[config.mk]
export PLATFORM = sky130hd
export DESIGN_NAME = rmbm_div
export DESIGN_NICKNAME = d
export VERILOG_FILES = /design/src/rtl/rmbm_pkg.sv /design/src/rtl/rmbm_div.sv
export SDC_FILE = /design/constraint.sdc
export NUM_CORES = 1
export LEC_CHECK = 0
export BUFFER_PORTS_ARGS = -buffer_cell sky130_fd_sc_hd__clkbuf_2
export CORE_UTILIZATION = 60
export CTS_BUF_LIST = sky130_fd_sc_hd__clkbuf_4
export CTS_CLUSTER_SIZE = 10
export DETAILED_ROUTE_END_ITERATION = 7
export PLACE_DENSITY = 0.86
export SYNTH_ARGS = -nofsm -noshare
export SYNTH_HDL_FRONTEND = slang
export SYNTH_SLANG_ARGS = --single-unit
export TNS_END_PERCENT = 100
[constraint.sdc]
create_clock -name clk -period 4.78 [get_ports clk]
set_input_delay 0.478 -clock clk [delete_from_list [all_inputs] [get_ports clk]]
set_output_delay 0.478 -clock clk [all_outputs]
set_load 0.01 [all_outputs]
[src/rtl/rmbm_pkg.sv]
// Package with shared types and constants of the running mean buffer merge block.
package rmbm_pkg;

	localparam int POINTS = 1024;
	localparam int DIMS = 4;
	localparam int PT_W = $clog2(POINTS);
	localparam int DIM_W = $clog2(DIMS);
	localparam int ADDR_W = PT_W + DIM_W;
	localparam int DEPTH = POINTS * DIMS;

	localparam logic [1:0] OP_CLEAR = 2'd0;
	localparam logic [1:0] OP_APPEND = 2'd1;
	localparam logic [1:0] OP_NORM = 2'd2;
	localparam logic [1:0] OP_XFER = 2'd3;

	localparam logic [39:0] CNT_MAX = {40{1'b1}};
	localparam logic [47:0] POS_MAX = 48'h7FFF_FFFF_FFFF;
	localparam logic [47:0] NEG_MAG = 48'h8000_0000_0000;

	localparam logic [1:0] REG_NUM_POINTS = 2'd0;
	localparam logic [1:0] REG_NUM_DIMS = 2'd1;

	typedef struct packed {
		logic [1:0] operation;
		logic [9:0] point_index;
		logic [1:0] dim_index;
		logic signed [47:0] sample_value;
		logic [31:0] batch_steps;
		logic pass_last;
	} in_req_t;

	typedef struct packed {
		logic signed [47:0] out_value;
		logic signed [47:0] out_peak;
		logic [39:0] step_count;
		logic count_saturated;
	} out_req_t;

	// Control from the sequencer to the divider.
	typedef struct packed {
		logic start;
		logic [87:0] num;
		logic [40:0] den;
	} div_cmd_t;

endpackage

[src/rtl/rmbm_div.sv]
// Radix-2 restoring divider: an 88-bit magnitude divided by a 41-bit divisor.
module rmbm_div (
	input logic clk,
	input logic arst_n,
	input rmbm_pkg::div_cmd_t cmd,
	output logic busy,
	output logic done,
	output logic [87:0] quot
);

	logic [6:0] cnt_q;
	logic [87:0] q_q;
	logic [41:0] rem_q;
	logic [40:0] den_q;
	logic [41:0] trial;
	logic fit;

	assign trial = {rem_q[40:0], q_q[87]};
	assign fit = trial >= {1'b0, den_q};
	assign quot = q_q;

	always_ff @(posedge clk or negedge arst_n) begin
		if (!arst_n) begin
			busy <= 1'b0;
			done <= 1'b0;
			cnt_q <= '0;
		end else begin
			done <= 1'b0;
			if (cmd.start) begin
				busy <= 1'b1;
				cnt_q <= 7'd87;
			end else if (busy) begin
				if (cnt_q == 7'd0) begin
					busy <= 1'b0;
					done <= 1'b1;
				end
				cnt_q <= cnt_q - 7'd1;
			end
		end
	end

	always_ff @(posedge clk) begin
		if (cmd.start) begin
			q_q <= cmd.num;
			rem_q <= '0;
			den_q <= cmd.den;
		end else if (busy) begin
			rem_q <= fit ? trial - {1'b0, den_q} : trial;
			q_q <= {q_q[86:0], fit};
		end
	end

endmodule

==> results.cfg <==
[status]
status = finished, final reports clean

[logic_synthesis]
synth-compound-area-share = 0.136
syn_nets = 1060
yosys_warnings = 0
synthMuxAreaShare = 0.127
yosysSeqAreaShare = 0.499
synthAdderAreaFrac = 0.0566
synth_top_area_cell = edfxtp_1
netlist.area_leader.share = 0.393
synthDistinctLibCells = 71
synth-xor-area-share = 0.0338
async_reset_ff_frac = 0.0503
synth-edff-count = 129
synth_ff_type = edfxtp_1
syn-cell-area_um2 = 9860
ys_ff_latch = 179
synth_top_family_by_area = compound AO/OA/AOI/OAI gates
postSynthAreaPerCell_um2 = 11.2
syn_inst = 884
yosys-top-cells-area = edfxtp_1 39%, mux2_2 9.9%, dfxtp_1 8.3%, ha_1 5.5%, mux2i_1 2.7%
synthSimpleGateAreaFrac = 0.106

[clock_network]
clock-sinks = 179
cts_tree = done
path_clk_slew_ns = 0.16
root_buffer = clkbuf_4
insertion_delay_ns = 0.61
cts_resized = 0
cts_buffer_depth = 2
ctsHtreeMaxLevel = 4
cts-buffers-inserted = 17

[worst_setup_path]
crit_arrival_ns = 4.16
rr_endpoint = rem_q[22]
crit_chain = inv_1 > ha_1 > inv_1 > fa_1 > a21o_1 > a221o_1 > a41oi_2 > a211oi_2 > o22ai_2 > a21o_4 > nor3_1 > a2111oi_1
cp_num_buf_inv = 2
cp_max_fo = 57
crit_slowest_cell = a21o_4
start_kind = flip-flop
cp.required_ns = 5.24
path_common_cell = inv_1
crit_type = flip-flop to flip-flop
r2r_cells = 12
end_kind = flip-flop
r2r-start = quot[87]
crit_family = compound AO/OA/AOI/OAI gates
critPathMaxStageDelay_ns = 0.62
r2r_slack_ns = 1.08

[pwr]
power_frac_seq = 0.575
clkPwrFrac = 0.267
power.internal_mw = 2.28
switching_power_mw = 0.944
finalPower_mw = 3.22
power_leakage_nw = 5.29
pwr_density_cell_nw_per_um2 = 278
vdd_ir_drop_max_uv = 319
swShare = 0.293
p_comb_frac = 0.158

[timing]
maxSlewViolCount = 0
rsz0062_at_grt = no
setup_slack_ns = 1.08
slew_headroom = 0.208
holdWs_ns = 0.0536
fin_skew_ns = 0.0322
tns_ns = 0
fin_crit_ns = 3.70
worst_pin_slew_ns = 1.16
fmax_mhz = 270
setup_viol = 0
min_period_over_period = 0.774
hold_viol = 0

[placed_design]
gp_congestion = 0.944
dp_cells = 1284
pre_cts_ws_ns = 1.13
portBuffers = 221
place_hpwl_um = 17000

[die]
core_area_um2 = 15900
initial_core_util = 0.618
pin_count = 222
die_h_um = 130
die_w_um = 130
rows = 46
dieArea_um2 = 16900

[route]
wl_per_cell_um = 17.6
avgViaCountPerCell = 5.83
drtIter0Drc = 547
drt-total-wl_um = 23500
drtAntennaViolNets = 0
detail_route.first_pass.iterations = 7
drc = 0
via_count = 7812

[finish]
stdcell_count = 1341
layout_commonest_cell = clkbuf_2
fin_nets = 1286
fill_cells = 1157
drive_above_1_share = 0.318
layout_common_cells = 220 x clkbuf_2, 129 x edfxtp_1, 87 x mux2_2
syn2layout_area_growth_pct = 17.6

[worst_hold_path]
hp-class = primary input to flip-flop
holdPathEnd = den_q[0]
hp-start = cmd[0]
hold_path_depth = 1

[global_route]
grt_pass1_vias = 7449
antenna_found_initial = 2
globalRouteOverflowTotal = 0
grt_max_degree = 89
grt_pass1_wl_um = 36800
track_usage = 0.284

[run]
maxCapViolations = 0
==> synth_stat cells (all sizes together) (15+ instances only) <==
master  instances
mux2           87
nand2b         15
o21ai          35
a21oi          46
mux2i          27
edfxtp        129
a21o           24
nand2          51
a211oi         32
xnor2          25
dfxtp          41
nor2           71
ha             43
clkbuf         32
inv            52
==> flip-flops by register name, indices dropped and copies added, names as in the netlist <==
| name | flops |
|---|---|
| den_q | 41 |
| quot | 88 |
| cnt_q | 7 |
| busy | 1 |
| done | 1 |
| rem_q | 41 |
==> worst max path at each step <==
| stage | cells past startpoint | startpoint | end |
|---|---|---|---|
| 3_3_place_gp | 12 | quot[87] | rem_q[22] |
| 3_5_place_dp | 12 | quot[87] | rem_q[22] |
| 2_1_floorplan | 4 | busy | quot[0] |
| 4_1_cts | 12 | quot[87] | rem_q[22] |
| 6_report | 12 | quot[87] | rem_q[22] |
| 5_1_grt | 12 | quot[87] | rem_q[18] |
==> layout make-up <==
type,instances,area [um2],area share
inverters,53,200,0.0173
flip-flops and latches,179,4920,0.424
well taps,216,270,0.0233
clock inverters,15,156,0.0135
repair buffers,250,1390,0.120
clock buffers,17,128,0.0110
multi-input cells,609,4530,0.391
diodes,2,5.00,0.000432
==> power groups by stage <==
stage / clock network, mW / registers (mW) / logic, mW
after CTS: 0.879 / 1.85 / 0.507
after detailed placement: 0 / 1.88 / 0.491
after global placement: 0 / 1.88 / 0.477
after global routing: 0.927 / 1.87 / 0.551
final: 0.859 / 1.85 / 0.509
after floorplan: 0 / 1.91 / 0.247
==> per-layer routing <==
metal | GRT usage | vias up | part of all wire
met5 | 0 | - | 0
met4 | 0.112 | 0 | 0.027
met3 | 0.0816 | 49 | 0.073
met2 | 0.481 | 304 | 0.50
met1 | 0.342 | 3706 | 0.40
li1 | - | 3753 | -
==> metrics by stage <==
stage / utilization / area (um2)
after floorplan: - / 9860
after global placement: 0.695 / 11100
after detailed placement: 0.695 / 11100
after CTS: 0.727 / 11600
after global routing: 0.728 / 11600
final: 0.728 / 11600
==> kinds of logic after synthesis <==
logic type               after synthesis
AND/OR/NAND/NOR                      215
AO/OA/AOI/OAI                        198
flip-flops                           179
multiplexers                         114
buffers and inverters                 96
adder cells (fa/ha/maj)               44
XOR/XNOR                              38
==> worst reg2reg max path, stage by stage (launching register included) <==
cell and delay, ns:
edfxtp_1 0.45, inv_1 0.08, ha_1 0.15, inv_1 0.05, fa_1 0.40, a21o_1 0.23, a221o_1 0.37, a41oi_2 0.27
a211oi_2 0.11, o22ai_2 0.28, a21o_4 0.62, nor3_1 0.15, a2111oi_1 0.40
==> repair_timing <==
| item | in CTS | in global routing |
|---|---|---|
| setup endpoints to repair | 0 | 0 |
| buffers inserted | 0 | 0 |
| hold buffers | 23 | 0 |
| hold endpoints to repair | 31 | 0 |
(Power assumes the default switching activity.)
